===== src/rtl/spf_pkg.sv =====
// Shared types and constants for the sweep-and-prune pair finder.
// Used by the controller, the datapath and the top level; no dependencies.
package spf_pkg;

	localparam int ACTIVE_DEPTH_DEF = 16;
	localparam int COORD_WIDTH_DEF  = 16;
	localparam int MAX_RESULTS      = 16;
	localparam int ID_W             = 16;
	localparam int FIELD_W          = 16;
	localparam int S_TDATA_W        = ID_W + 6 * FIELD_W;
	localparam int S_TUSER_W        = 1;
	localparam int M_TDATA_W        = 2 * ID_W;
	localparam int M_TUSER_W        = 2;

	typedef struct packed {
		logic accept;
		logic scan_rd;
		logic commit;
		logic emit_load;
	} cmd_t;

	typedef struct packed {
		logic list_empty;
		logic scan_last;
		logic out_free;
		logic emit_last;
	} status_t;

endpackage


===== src/rtl/spf_ctrl.sv =====
// Sequencing state machine: accept, scan, commit and emit phases.
// Depends on spf_pkg for the command and status structs.
module spf_ctrl (
	input  logic             clk,
	input  logic             arst_n,
	input  logic             s_tvalid,
	output logic             s_tready,
	input  spf_pkg::status_t status,
	output spf_pkg::cmd_t    cmd
);
	import spf_pkg::*;

	typedef enum logic [4:0] {
		ST_IDLE  = 5'b00001,
		ST_SCAN  = 5'b00010,
		ST_FLUSH = 5'b00100,
		ST_FIN   = 5'b01000,
		ST_EMIT  = 5'b10000
	} state_t;

	state_t state_q, state_d;

	always_comb begin
		state_d = state_q;
		cmd     = '0;
		unique case (state_q)
			ST_IDLE: begin
				if (s_tvalid) begin
					cmd.accept = 1'b1;
					state_d    = status.list_empty ? ST_FLUSH : ST_SCAN;
				end
			end
			ST_SCAN: begin
				cmd.scan_rd = 1'b1;
				if (status.scan_last) begin
					state_d = ST_FLUSH;
				end
			end
			ST_FLUSH: begin
				state_d = ST_FIN;
			end
			ST_FIN: begin
				cmd.commit = 1'b1;
				state_d    = ST_EMIT;
			end
			ST_EMIT: begin
				if (status.out_free) begin
					cmd.emit_load = 1'b1;
					if (status.emit_last) begin
						state_d = ST_IDLE;
					end
				end
			end
			default: begin
				state_d = ST_IDLE;
			end
		endcase
	end

	assign s_tready = (state_q == ST_IDLE);

	always_ff @(posedge clk or negedge arst_n) begin
		if (!arst_n) begin
			state_q <= ST_IDLE;
		end else begin
			state_q <= state_d;
		end
	end

endmodule


===== src/rtl/spf_datapath.sv =====
// Active list banks, pruning and overlap compare, pair buffer and output register.
// Depends on spf_pkg; driven by spf_ctrl through cmd_t, reports through status_t.
module spf_datapath #(
	parameter int ACTIVE_DEPTH = spf_pkg::ACTIVE_DEPTH_DEF,
	parameter int COORD_WIDTH  = spf_pkg::COORD_WIDTH_DEF
) (
	input  logic                            clk,
	input  logic                            arst_n,
	input  spf_pkg::cmd_t                   cmd,
	output spf_pkg::status_t                status,
	input  logic [spf_pkg::S_TDATA_W-1:0]   s_tdata,
	input  logic [spf_pkg::S_TUSER_W-1:0]   s_tuser,
	output logic                            m_tvalid,
	input  logic                            m_tready,
	output logic [spf_pkg::M_TDATA_W-1:0]   m_tdata,
	output logic [spf_pkg::M_TUSER_W-1:0]   m_tuser,
	output logic                            m_tlast
);
	import spf_pkg::*;

	localparam int CW     = COORD_WIDTH;
	localparam int BANK_N = ACTIVE_DEPTH + 1;
	localparam int BW     = $clog2(ACTIVE_DEPTH + 1);
	localparam int ENT_W  = ID_W + 5 * CW;
	localparam int PW     = $clog2(MAX_RESULTS);
	localparam int NPW    = $clog2(MAX_RESULTS + 1);

	function automatic logic signed [CW-1:0] cvt(input logic [FIELD_W-1:0] raw);
		logic [31:0] w;
		w = {16'b0, raw};
		return w[CW-1:0];
	endfunction

	logic [ENT_W-1:0] bank0 [BANK_N];
	logic [ENT_W-1:0] bank1 [BANK_N];
	logic [ENT_W-1:0] rd0_s1, rd1_s1, ent_s1;
	logic             rvld_s1;

	logic          sel_q;
	logic [BW-1:0] base_q, count_q, rd_idx_q, kept_q;
	logic [NPW-1:0] npairs_q;
	logic [PW-1:0]  k_q;
	logic           ovf_q;
	logic [ID_W-1:0] pbuf [MAX_RESULTS];

	logic [ID_W-1:0]        id_q;
	logic signed [CW-1:0]   lx_q, ly_q, hy_q, lz_q, hz_q;

	logic                   m_valid_q, m_pv_q, m_ovf_q, m_last_q;
	logic [ID_W-1:0]        m_new_q, m_other_q;

	logic [ID_W-1:0]        in_id;
	logic signed [CW-1:0]   in_lx, in_hx, in_ly, in_hy, in_lz, in_hz;
	logic [ENT_W-1:0]       in_ent;

	logic [ID_W-1:0]        e_id;
	logic signed [CW-1:0]   e_hx, e_ly, e_hy, e_lz, e_hz;
	logic                   keep, hit_y, hit_z, store_pair, ovf_now;
	logic                   wen;
	logic [BW-1:0]          waddr, raddr;
	logic [ENT_W-1:0]       wdata;

	assign in_id  = s_tdata[15:0];
	assign in_lx  = cvt(s_tdata[31:16]);
	assign in_hx  = cvt(s_tdata[47:32]);
	assign in_ly  = cvt(s_tdata[63:48]);
	assign in_hy  = cvt(s_tdata[79:64]);
	assign in_lz  = cvt(s_tdata[95:80]);
	assign in_hz  = cvt(s_tdata[111:96]);
	assign in_ent = {in_id, in_hx, in_ly, in_hy, in_lz, in_hz};

	assign ent_s1 = sel_q ? rd1_s1 : rd0_s1;
	assign e_id   = ent_s1[ENT_W-1 -: ID_W];
	assign e_hx   = ent_s1[5*CW-1 -: CW];
	assign e_ly   = ent_s1[4*CW-1 -: CW];
	assign e_hy   = ent_s1[3*CW-1 -: CW];
	assign e_lz   = ent_s1[2*CW-1 -: CW];
	assign e_hz   = ent_s1[CW-1:0];

	assign keep  = lx_q < e_hx;
	assign hit_y = (ly_q < e_ly) ? (hy_q > e_ly) : (ly_q < e_hy);
	assign hit_z = (lz_q < e_lz) ? (hz_q > e_lz) : (lz_q < e_hz);
	assign store_pair = rvld_s1 && keep && hit_y && hit_z &&
		(npairs_q < NPW'(MAX_RESULTS));

	assign wen   = cmd.accept || (rvld_s1 && keep);
	assign waddr = cmd.accept ? '0 : kept_q + BW'(1);
	assign wdata = cmd.accept ? in_ent : ent_s1;
	assign raddr = base_q + rd_idx_q;

	// Read the current bank, write the other one.
	always_ff @(posedge clk) begin
		if (wen && sel_q) begin
			bank0[waddr] <= wdata;
		end
		if (cmd.scan_rd) begin
			rd0_s1 <= bank0[raddr];
		end
	end

	always_ff @(posedge clk) begin
		if (wen && !sel_q) begin
			bank1[waddr] <= wdata;
		end
		if (cmd.scan_rd) begin
			rd1_s1 <= bank1[raddr];
		end
	end

	always_ff @(posedge clk) begin
		if (store_pair) begin
			pbuf[npairs_q[PW-1:0]] <= e_id;
		end
	end

	always_ff @(posedge clk) begin
		if (cmd.accept) begin
			id_q <= in_id;
			lx_q <= in_lx;
			ly_q <= in_ly;
			hy_q <= in_hy;
			lz_q <= in_lz;
			hz_q <= in_hz;
		end
	end

	assign ovf_now = (kept_q == BW'(ACTIVE_DEPTH));

	always_ff @(posedge clk or negedge arst_n) begin
		if (!arst_n) begin
			rvld_s1  <= 1'b0;
			sel_q    <= 1'b0;
			base_q   <= '0;
			count_q  <= '0;
			rd_idx_q <= '0;
			kept_q   <= '0;
			npairs_q <= '0;
			k_q      <= '0;
			ovf_q    <= 1'b0;
		end else begin
			rvld_s1 <= cmd.scan_rd;
			if (cmd.accept) begin
				rd_idx_q <= '0;
				kept_q   <= '0;
				npairs_q <= '0;
			end else begin
				if (cmd.scan_rd) begin
					rd_idx_q <= rd_idx_q + BW'(1);
				end
				if (rvld_s1 && keep) begin
					kept_q <= kept_q + BW'(1);
				end
				if (store_pair) begin
					npairs_q <= npairs_q + NPW'(1);
				end
			end
			if (cmd.commit) begin
				sel_q   <= ~sel_q;
				base_q  <= ovf_now ? BW'(1) : '0;
				count_q <= ovf_now ? kept_q : kept_q + BW'(1);
				ovf_q   <= ovf_now;
				k_q     <= '0;
			end else if (cmd.emit_load) begin
				k_q <= k_q + PW'(1);
			end
		end
	end

	always_ff @(posedge clk or negedge arst_n) begin
		if (!arst_n) begin
			m_valid_q <= 1'b0;
		end else if (cmd.emit_load) begin
			m_valid_q <= 1'b1;
		end else if (m_tready) begin
			m_valid_q <= 1'b0;
		end
	end

	always_ff @(posedge clk) begin
		if (cmd.emit_load) begin
			m_pv_q    <= (npairs_q != '0);
			m_new_q   <= id_q;
			m_other_q <= (npairs_q != '0) ? pbuf[k_q] : '0;
			m_ovf_q   <= ovf_q;
			m_last_q  <= status.emit_last;
		end
	end

	assign status.list_empty = s_tuser[0] || (count_q == '0);
	assign status.scan_last  = (rd_idx_q == count_q - BW'(1));
	assign status.out_free   = !m_valid_q || m_tready;
	assign status.emit_last  = (npairs_q == '0) || (NPW'(k_q) == npairs_q - NPW'(1));

	assign m_tvalid = m_valid_q;
	assign m_tdata  = {m_other_q, m_new_q};
	assign m_tuser  = {m_ovf_q, m_pv_q};
	assign m_tlast  = m_last_q;

endmodule


===== src/rtl/sweep_prune_pair_finder_unit.sv =====
// Sweep-and-prune pair finder: prunes the active list and emits overlapping id pairs.
// Flow: no new box is taken until all results (at least 1) of the last box are emitted;
// the active entries are read through the single read port of the active list bank, and
// after flush and commit each result is loaded into the output register as it frees up.
// Reset: arst_n asynchronous, active low; clears the list count and the control state.
// Depends on spf_pkg, spf_ctrl and spf_datapath.
module sweep_prune_pair_finder_unit #(
	parameter int ACTIVE_DEPTH = spf_pkg::ACTIVE_DEPTH_DEF,
	parameter int COORD_WIDTH  = spf_pkg::COORD_WIDTH_DEF
) (
	input  logic                          clk,
	input  logic                          arst_n,
	input  logic                          s_tvalid,
	output logic                          s_tready,
	// collider_id, min_x, max_x, min_y, max_y, min_z, max_z
	input  logic [spf_pkg::S_TDATA_W-1:0] s_tdata,
	// first
	input  logic [spf_pkg::S_TUSER_W-1:0] s_tuser,
	output logic                          m_tvalid,
	input  logic                          m_tready,
	// new_id, other_id
	output logic [spf_pkg::M_TDATA_W-1:0] m_tdata,
	// pair_valid, overflow
	output logic [spf_pkg::M_TUSER_W-1:0] m_tuser,
	output logic                          m_tlast
);
	import spf_pkg::*;

	cmd_t    cmd;
	status_t status;

	spf_ctrl u_ctrl (
		.clk      (clk),
		.arst_n   (arst_n),
		.s_tvalid (s_tvalid),
		.s_tready (s_tready),
		.status   (status),
		.cmd      (cmd)
	);

	spf_datapath #(
		.ACTIVE_DEPTH (ACTIVE_DEPTH),
		.COORD_WIDTH  (COORD_WIDTH)
	) u_dp (
		.clk      (clk),
		.arst_n   (arst_n),
		.cmd      (cmd),
		.status   (status),
		.s_tdata  (s_tdata),
		.s_tuser  (s_tuser),
		.m_tvalid (m_tvalid),
		.m_tready (m_tready),
		.m_tdata  (m_tdata),
		.m_tuser  (m_tuser),
		.m_tlast  (m_tlast)
	);

	a_busy_after_accept: assert property (@(posedge clk) disable iff (!arst_n)
		(s_tvalid && s_tready) |=> !s_tready)
		else $error("accepted a second item while busy");

	a_marker_is_last: assert property (@(posedge clk) disable iff (!arst_n)
		(m_tvalid && !m_tuser[0]) |-> m_tlast)
		else $error("no-pair marker not flagged last");

	a_no_scan_idle: assert property (@(posedge clk) disable iff (!arst_n)
		s_tready |-> (!cmd.scan_rd && !cmd.emit_load && !cmd.commit))
		else $error("datapath command while idle");

	a_load_when_free: assert property (@(posedge clk) disable iff (!arst_n)
		cmd.emit_load |-> (!m_tvalid || m_tready))
		else $error("output register overwritten");

endmodule


===== config.mk =====
export PLATFORM = sky130hd
export DESIGN_NAME = sweep_prune_pair_finder_unit
export DESIGN_NICKNAME = d
export VERILOG_FILES = /design/src/rtl/spf_pkg.sv /design/src/rtl/spf_ctrl.sv /design/src/rtl/spf_datapath.sv /design/src/rtl/sweep_prune_pair_finder_unit.sv
export SDC_FILE = /design/constraint.sdc
export NUM_CORES = 2
export LEC_CHECK = 0
export BUFFER_PORTS_ARGS = -buffer_cell sky130_fd_sc_hd__buf_4
export CORE_MARGIN = 2
export CORE_UTILIZATION = 25
export CTS_BUF_LIST = sky130_fd_sc_hd__clkbuf_8
export DETAILED_ROUTE_END_ITERATION = 10
export GPL_TIMING_DRIVEN = 1
export SLEW_MARGIN = 20
export SYNTH_ARGS = -nofsm -noshare
export SYNTH_HDL_FRONTEND = slang
export SYNTH_SLANG_ARGS = --single-unit

===== constraint.sdc =====
create_clock -name clk -period 19.82 [get_ports clk]
set_input_delay 0 -clock clk [delete_from_list [all_inputs] [get_ports clk]]
set_output_delay 0 -clock clk [all_outputs]
set_load 0.02 [all_outputs]

* After elaboration in Yosys (flattened, before gate mapping)
Memory sizes are Yosys's and may differ from the RTL's. A register that Yosys moved wholly into a read port is not among the register bits.
Cells that the tools add are included.
** Operators by class
- Divide/modulo/power cells :: 0
- Shift-type cells :: 0
- Equality and inequality tests :: 12
- Bitwise logic cells :: 1
- Multiply operators :: 0
- Muxes and demuxes :: 35
- Magnitude comparators :: 8
- Add/sub/neg operators :: 7
- Reductions and logical operators :: 22
** Operators with widths (count)
- 96-bit two-way mux :: 2
- 16-bit less-than comparator :: 5
- 5-bit two-way mux :: 12
- 16-bit greater-than comparator :: 2
- 5-bit one-hot mux with 5 select lines :: 1
- 1-bit two-way mux :: 17
- 5-bit by 1-bit adder with 5-bit output (second input constant) :: 3
- 5-bit equality test (second input constant) :: 2
- 5-bit zero test :: 2
- 2-bit nonzero test :: 5
- 5-bit by 1-bit subtractor with 5-bit output (second input constant) :: 2
- 4-bit two-way mux :: 2
- 2-bit != test (second input constant) :: 4
- 1-bit logical AND :: 6
- 5-bit adder :: 1
- 4-bit by 5-bit equality test with 1-bit output :: 1
- 5-bit by 1-bit equality test with 1-bit output (second input constant) :: 1
- 5-bit by 2-bit equality test with 1-bit output (second input constant) :: 1
- 5-bit by 3-bit equality test with 1-bit output (second input constant) :: 1
- 5-bit by 4-bit equality test with 1-bit output (second input constant) :: 1
- 5-bit equality test :: 1
- 5-bit less-than comparator (second input constant) :: 1
- 5-bit nonzero test :: 1
- 4-bit by 1-bit adder with 4-bit output (second input constant) :: 1
- 5 further kinds :: 10
** Storage, ports and cells
- Bits in read-only memories :: 0
- Memories :: 3
- RAM bits :: 3520
- Bits in registers :: 153
- Latch bits :: 0
- Word-level logic and storage cells :: 109
- Output and inout bits :: 37
** Memories
- u_dp.bank0 :: words 17, width 96, read ports 1, clocked after Yosys merged registers in 1, write ports 1, line spf_datapath.sv:34 : logic [ENT_W-1:0] bank0 [BANK_N];
- u_dp.bank1 :: words 17, width 96, read ports 1, clocked after Yosys merged registers in 1, write ports 1, line spf_datapath.sv:35 : logic [ENT_W-1:0] bank1 [BANK_N];
- u_dp.pbuf :: words 16, width 16, read ports 1, clocked after Yosys merged registers in 1, write ports 1, line spf_datapath.sv:44 : logic [ID_W-1:0] pbuf [MAX_RESULTS];

* Longest topological paths before layout
- Word-level depth :: 8
- Gate-level depth with buffers :: 14
- Gate-level depth less buffers :: 10

* Modules after synthesis
A second synthesis with hierarchy kept.
** Second synthesis, totals
- Cells, all modules :: 6212
- Area total of the unflattened synthesis :: 149347.0 µm²
** Modules (own cells, without submodules)
- spf_datapath :: cells an instance 6173, area an instance 148971.6 µm², times used 1
- spf_ctrl :: cells an instance 39, area an instance 375.4 µm², times used 1

* Least setup slack after synthesis
OpenSTA, ideal clock, no wires.
- Path type :: reg-to-reg
- Start :: register u_dp.sel_q
- End :: memory u_dp.bank0[16][0] (netlist name), enable pin
- Setup time :: 0.820 ns
- Arrival :: 12.926 ns
- Path slack :: 6.074 ns
- Path buffers :: 4
- Stages on the path, launching flop included :: 13
- Cell sequence :: dfrtp_1 > buf_6 > clkbuf_1 > buf_1 > mux2i_1 > ha_1 > a21o_1 > a21o_1 > a221o_1 > o21ai_0 > nand4_1 > clkbuf_1 > nor4b_1
** On the way
- Cells in the longest elaborated chain, start to end :: 7
** Ends and longest elaborated chain
- start: declaration :: line spf_datapath.sv:39 : logic sel_q;
- start signal: assignment :: line spf_datapath.sv:158 : sel_q <= ~sel_q;
- 96-bit two-way mux :: line spf_datapath.sv:72 : assign ent_s1 = sel_q ? rd1_s1 : rd0_s1;
- 16-bit less-than comparator :: line spf_datapath.sv:80 : assign keep = lx_q < e_hx;
- 1-bit logical AND :: line spf_datapath.sv:86 : assign wen = cmd.accept || (rvld_s1 && keep);
- 1-bit logical OR :: line spf_datapath.sv:86
- 1-bit logical AND * :: line spf_datapath.sv:93 : if (wen && sel_q) begin
- 1-bit two-way mux * :: line spf_datapath.sv:93
- 1-bit two-way mux (implied by the code) * :: line spf_datapath.sv:94 : bank0[waddr] <= wdata;
- end: declaration :: line spf_datapath.sv:34
Every way passes the cells marked *; elsewhere a longest branch is shown, timed or not.

* Worst setup path in the final report
- Start :: register u_dp.sel_q
- End :: memory u_dp.pbuf[12][2], enable pin
** On the way
- Cells in the longest elaborated chain, start to end :: 8
- Elaborated cells between the ends (all ways) :: 16
- Classes of those cells :: 7 x order compare; 5 x mux; 4 x reduce/logical
** Ends and longest elaborated chain
- 96-bit two-way mux * :: line spf_datapath.sv:72
- 16-bit less-than comparator, or another cell as far along :: line spf_datapath.sv:81 : assign hit_y = (ly_q < e_ly) ? (hy_q > e_ly) : (ly_q < e_hy);
- 1-bit two-way mux or 1-bit logical AND (tied branches) :: line spf_datapath.sv:81, spf_datapath.sv:83
- 1-bit logical AND :: line spf_datapath.sv:83 : assign store_pair = rvld_s1 && keep && hit_y && hit_z &&
- 1-bit logical AND * (2 in series) :: line spf_datapath.sv:83
- 1-bit two-way mux * :: line spf_datapath.sv:111 : if (store_pair) begin
- 1-bit two-way mux (implied by the code) * :: line spf_datapath.sv:112 : pbuf[npairs_q[PW-1:0]] <= e_id;
- end: declaration :: line spf_datapath.sv:44
Marked as above.

==> results.yml <==
die:
  floorplan.die.width_um: 776
  design.core.area_um2: 593000
  ioPinCount: 154
  die_h_um: 776
  placementRows: 283
  initial_core_utilization: 0.251
  dieArea_um2: 602000
synth:
  postSynthRegisterBits: 3876
  synth-edff-count: 3843
  yosys.area.top_type_share: 0.775
  share_of_the_synthesized_area_in_compound_gates_ao_oa_aoi_oai: 0.00829
  synth_ff_type: "sky130_fd_sc_hd__edfxtp_1"
  synth_top_cells_by_area: "sky130_fd_sc_hd__edfxtp_1 (78%), sky130_fd_sc_hd__mux4_2 (16%), sky130_fd_sc_hd__mux2_2 (1.7%)"
  ys_seq_area_frac: 0.781
  synth.cell_area_um2: 149000
  yosys.area_share.adder: 0.0100
  yosys.area_share.xor_xnor: 0.00182
  post_synth_inst_count: 6231
  syn_area_per_cell_um2: 23.9
  main_combinational_cell_family_by_area_after_synthesis: "multiplexers"
  netlist.top_cell.by_area: "sky130_fd_sc_hd__edfxtp_1"
  post-synth-top-count-cell: "sky130_fd_sc_hd__edfxtp_1"
  synth_top_cells_by_count: "sky130_fd_sc_hd__edfxtp_1 (3843), sky130_fd_sc_hd__mux4_2 (1040), sky130_fd_sc_hd__mux2_2 (225)"
  synth_warnings: 0
  post_synthesis_simple_gate_area_fraction: 0.0107
  muxShareOfSynthArea: 0.180
  syn-num-nets: 6467
  postSynth.asyncResetShare: 0.00851
  netlist-cell-type-count: 67
clock_tree:
  clk_pin_slew_ns: 0.07
  clock_tree.root_cell: "sky130_fd_sc_hd__clkbuf_8"
  tritoncts: "yes"
  cells_resized_by_post_cts_repair: 0
  tritoncts_num_sinks: 3876
  cts_buffers: 585
  cts.path.max_buffers: 4
  worst_skew_pair.late_latency_ns: 1.23
  htree_num_levels: 6
global_route:
  grt_max_degree: 132
  globalRouteTotalUtil: 0.127
  first_global_vias: 73818
  number_of_antenna_violations_at_the_first_check_in_global_routing: 32
  overflow: 0
  grt_first_pass_wirelength_um: 557000
sta:
  finClkSkew_ns: 0.112
  final.hold.worst_slack_ns: 0.105
  fin_crit_sh: 0.384
  timing_worst_slew_pin_value_ns: 1.19
  grt_setup_unrepaired: "false"
  timing.final.hold_violations: 0
  final_critical_path_setup_slack_ns: 12.22
  worst_slew_margin_rel: 0.204
  fin_crit_period_ns: 7.60
  report.final.slew_viol_count: 0
  fmax_mhz: 131
  setup-tns-final_ns: 0
  setup_violations: 0
power_and_ir_drop:
  pwr_density_nw_per_um2: 126
  sequential_power_share: 0.490
  power_leakage_uw: 0.0530
  power_internal_uw: 15700
  total_switching_power_uw: 6310
  share_clk_of_total_power: 0.278
  vdd.ir_drop.worst_mv: 0.118
  netSwitchingFraction: 0.287
  power.combinational.fraction: 0.231
cells_and_area:
  drive_above_1_share: 0.324
  postLayoutCellArea_um2: 174000
  fin_util: 0.294
  flow.area_growth_from_synthesis_pct: 17.2
  num-fill-cells: 57051
  nNetsFinal: 7305
setup_path:
  timing.critical_path.fanout_max: 39
  crit-reg2reg-launch: "u_dp.sel_q$_DFFE_PN0N_"
  timing.reg2reg.setup_slack_ns: 12.22
  crit_path_end_kind: "register"
  ff2ff_path_depth: 13
  crit_path_kind: "reg -> reg"
  worstPathArrival_ns: 8.36
  setup.worst_path.start: "u_dp.sel_q$_DFFE_PN0N_"
  worstPathRequired_ns: 20.58
  start_kind: "register"
min_path:
  worst_hold_check_path_type: "in -> reg"
  hold_path_startpoint: "s_tdata[78]"
  min_path_cells: 4
place:
  detailedPlacementHpwl_um: 207000
  port_buffers: 153
  gp_routability_congestion: 0.831
  place_area_um2: 161000
  place_worst_setup_slack_ns: 12.32
route:
  wl_um: 397000
  routed_wire_length_per_instance_um: 25.8
  number_of_vias_after_detailed_routing: 70306
  ant_nets: 0
  route.detailed.drc: 0
  first_pass_iters: 5
  drt_iter0_drc: 7766
  via_per_inst: 4.58
run_status:
  outcome: "completed"
job:
  maxCapViolations: 0
[flip-flops by register name, summed over array words and instances, names as in the netlist, 16 cells and up]
name and count:
u_dp.ly_q 16, u_dp.bank0 1632, u_dp.lz_q 16, u_dp.m_other_q 16
u_dp.rd0_s1 96, u_dp.m_new_q 16, u_dp.lx_q 16, u_dp.id_q 16
u_dp.hz_q 16, u_dp.bank1 1632, u_dp.hy_q 16, u_dp.pbuf 256
u_dp.rd1_s1 96
[path summary, 6_finish.rpt]
| kind | endpoint |
|---|---|
| setup / recovery | u_dp.pbuf[12][2]$_DFFE_PP_ |
| max in group asynchronous | u_ctrl.state_q[0]$_DFFE_PN1P_ |
| hold / removal | u_dp.bank0[9][46]$_DFFE_PP_ |
| hold reg to reg | u_dp.m_new_q[11]$_DFFE_PP_ |
| min in group asynchronous | u_dp.m_tvalid$_DFFE_PN0P_ |
| setup reg to reg | u_dp.pbuf[12][2]$_DFFE_PP_ |
[critical path: stages, from the launching register on]
cell	delay [ns]
sky130_fd_sc_hd__dfrtp_4	0.73
sky130_fd_sc_hd__buf_4	0.58
sky130_fd_sc_hd__buf_4	0.65
sky130_fd_sc_hd__buf_4	0.76
sky130_fd_sc_hd__mux2i_1	0.29
sky130_fd_sc_hd__ha_1	0.43
sky130_fd_sc_hd__nor3b_1	0.51
sky130_fd_sc_hd__o211ai_1	0.18
sky130_fd_sc_hd__a211oi_1	0.57
sky130_fd_sc_hd__nor3_1	0.12
sky130_fd_sc_hd__a2111o_1	0.64
sky130_fd_sc_hd__a221oi_2	0.53
sky130_fd_sc_hd__and2_4	0.33
sky130_fd_sc_hd__and3_1	0.74
[final cells by class]
type / instances / area [µm²] / area share
clock buffers: 596 / 8200 / 0.0470
flip-flops and latches: 3876 / 116000 / 0.666
repair buffers: 552 / 5180 / 0.0297
clock inverters: 431 / 2390 / 0.0137
well taps: 7837 / 9810 / 0.0562
inverters: 21 / 93.8 / 0.000538
diodes: 8 / 20.0 / 0.000115
multi-input cells: 2033 / 32500 / 0.186
[power groups by stage]
stage	combinational (µW)	clock [µW]	sequential [µW]
5_1_grt	5480	6600	10800
4_1_cts	5080	6260	10800
2_1_floorplan	3420	0	10900
3_5_place_dp	5030	0	11000
6_report	5090	6120	10800
3_3_place_gp	4800	0	11000
[metal layers]
metal  vias to the layer above  global-route usage  wire length (µm)
met1                     38391               0.158            154000
li1                      28446                   -                 -
met2                      2820               0.228            207000
met5                         -                   0                69
met4                        10              0.0372             11500
met3                       639              0.0194             23700
[placed cells by master, fill, tap and decap left out, types with 5 or more instances in the layout]
cell type,instances
sky130_fd_sc_hd__buf_16,7
sky130_fd_sc_hd__dlygate4sd3_1,240
sky130_fd_sc_hd__a211oi_1,6
sky130_fd_sc_hd__inv_6,18
sky130_fd_sc_hd__nand4_1,22
sky130_fd_sc_hd__a21o_1,12
sky130_fd_sc_hd__bufinv_16,16
sky130_fd_sc_hd__and4_1,7
sky130_fd_sc_hd__xor2_1,10
sky130_fd_sc_hd__nor2_1,121
sky130_fd_sc_hd__o211ai_1,8
sky130_fd_sc_hd__nand2_1,45
sky130_fd_sc_hd__clkbuf_8,596
sky130_fd_sc_hd__inv_1,199
sky130_fd_sc_hd__mux2i_1,80
sky130_fd_sc_hd__a31oi_1,8
sky130_fd_sc_hd__mux4_2,1040
sky130_fd_sc_hd__mux2_2,225
sky130_fd_sc_hd__xnor2_1,18
sky130_fd_sc_hd__inv_8,9
sky130_fd_sc_hd__buf_12,23
sky130_fd_sc_hd__a21oi_4,70
sky130_fd_sc_hd__edfxtp_1,3843
sky130_fd_sc_hd__nor3_1,11
sky130_fd_sc_hd__or3_1,5
sky130_fd_sc_hd__clkinv_2,57
sky130_fd_sc_hd__a21oi_1,41
sky130_fd_sc_hd__ha_1,117
sky130_fd_sc_hd__buf_4,280
sky130_fd_sc_hd__o21ai_0,20
sky130_fd_sc_hd__nand3_1,23
sky130_fd_sc_hd__clkinvlp_4,20
sky130_fd_sc_hd__a21oi_2,7
sky130_fd_sc_hd__nor2_4,29
sky130_fd_sc_hd__and3_1,17
sky130_fd_sc_hd__nor4_1,5
sky130_fd_sc_hd__diode_2,8
sky130_fd_sc_hd__and2_1,16
sky130_fd_sc_hd__clkinv_1,127
sky130_fd_sc_hd__dfrtp_1,29
[through the flow]
stage | instances | total power (µW)
after detailed placement | 14077 | 16000
after global placement | 14071 | 15800
after floorplan | 6231 | 14400
final | 15354 | 22000
after global routing | 15350 | 22900
after CTS | 15345 | 22100
[kinds of logic after synthesis]
kind of cell	after synthesis
buffers and inverters	322
and+or+nand+nor	333
AOI/OAI and AO/OA	204
xor gates and xnor gates	31
DFF	3876
muxes	1346
adders and majority gates	119
[timing repair]
item,CTS,global route
hold buffers,241,0
hold endpoints to repair,3480,0
setup buffers,0,0
Note: power is estimated with default switching activity, not from simulation.
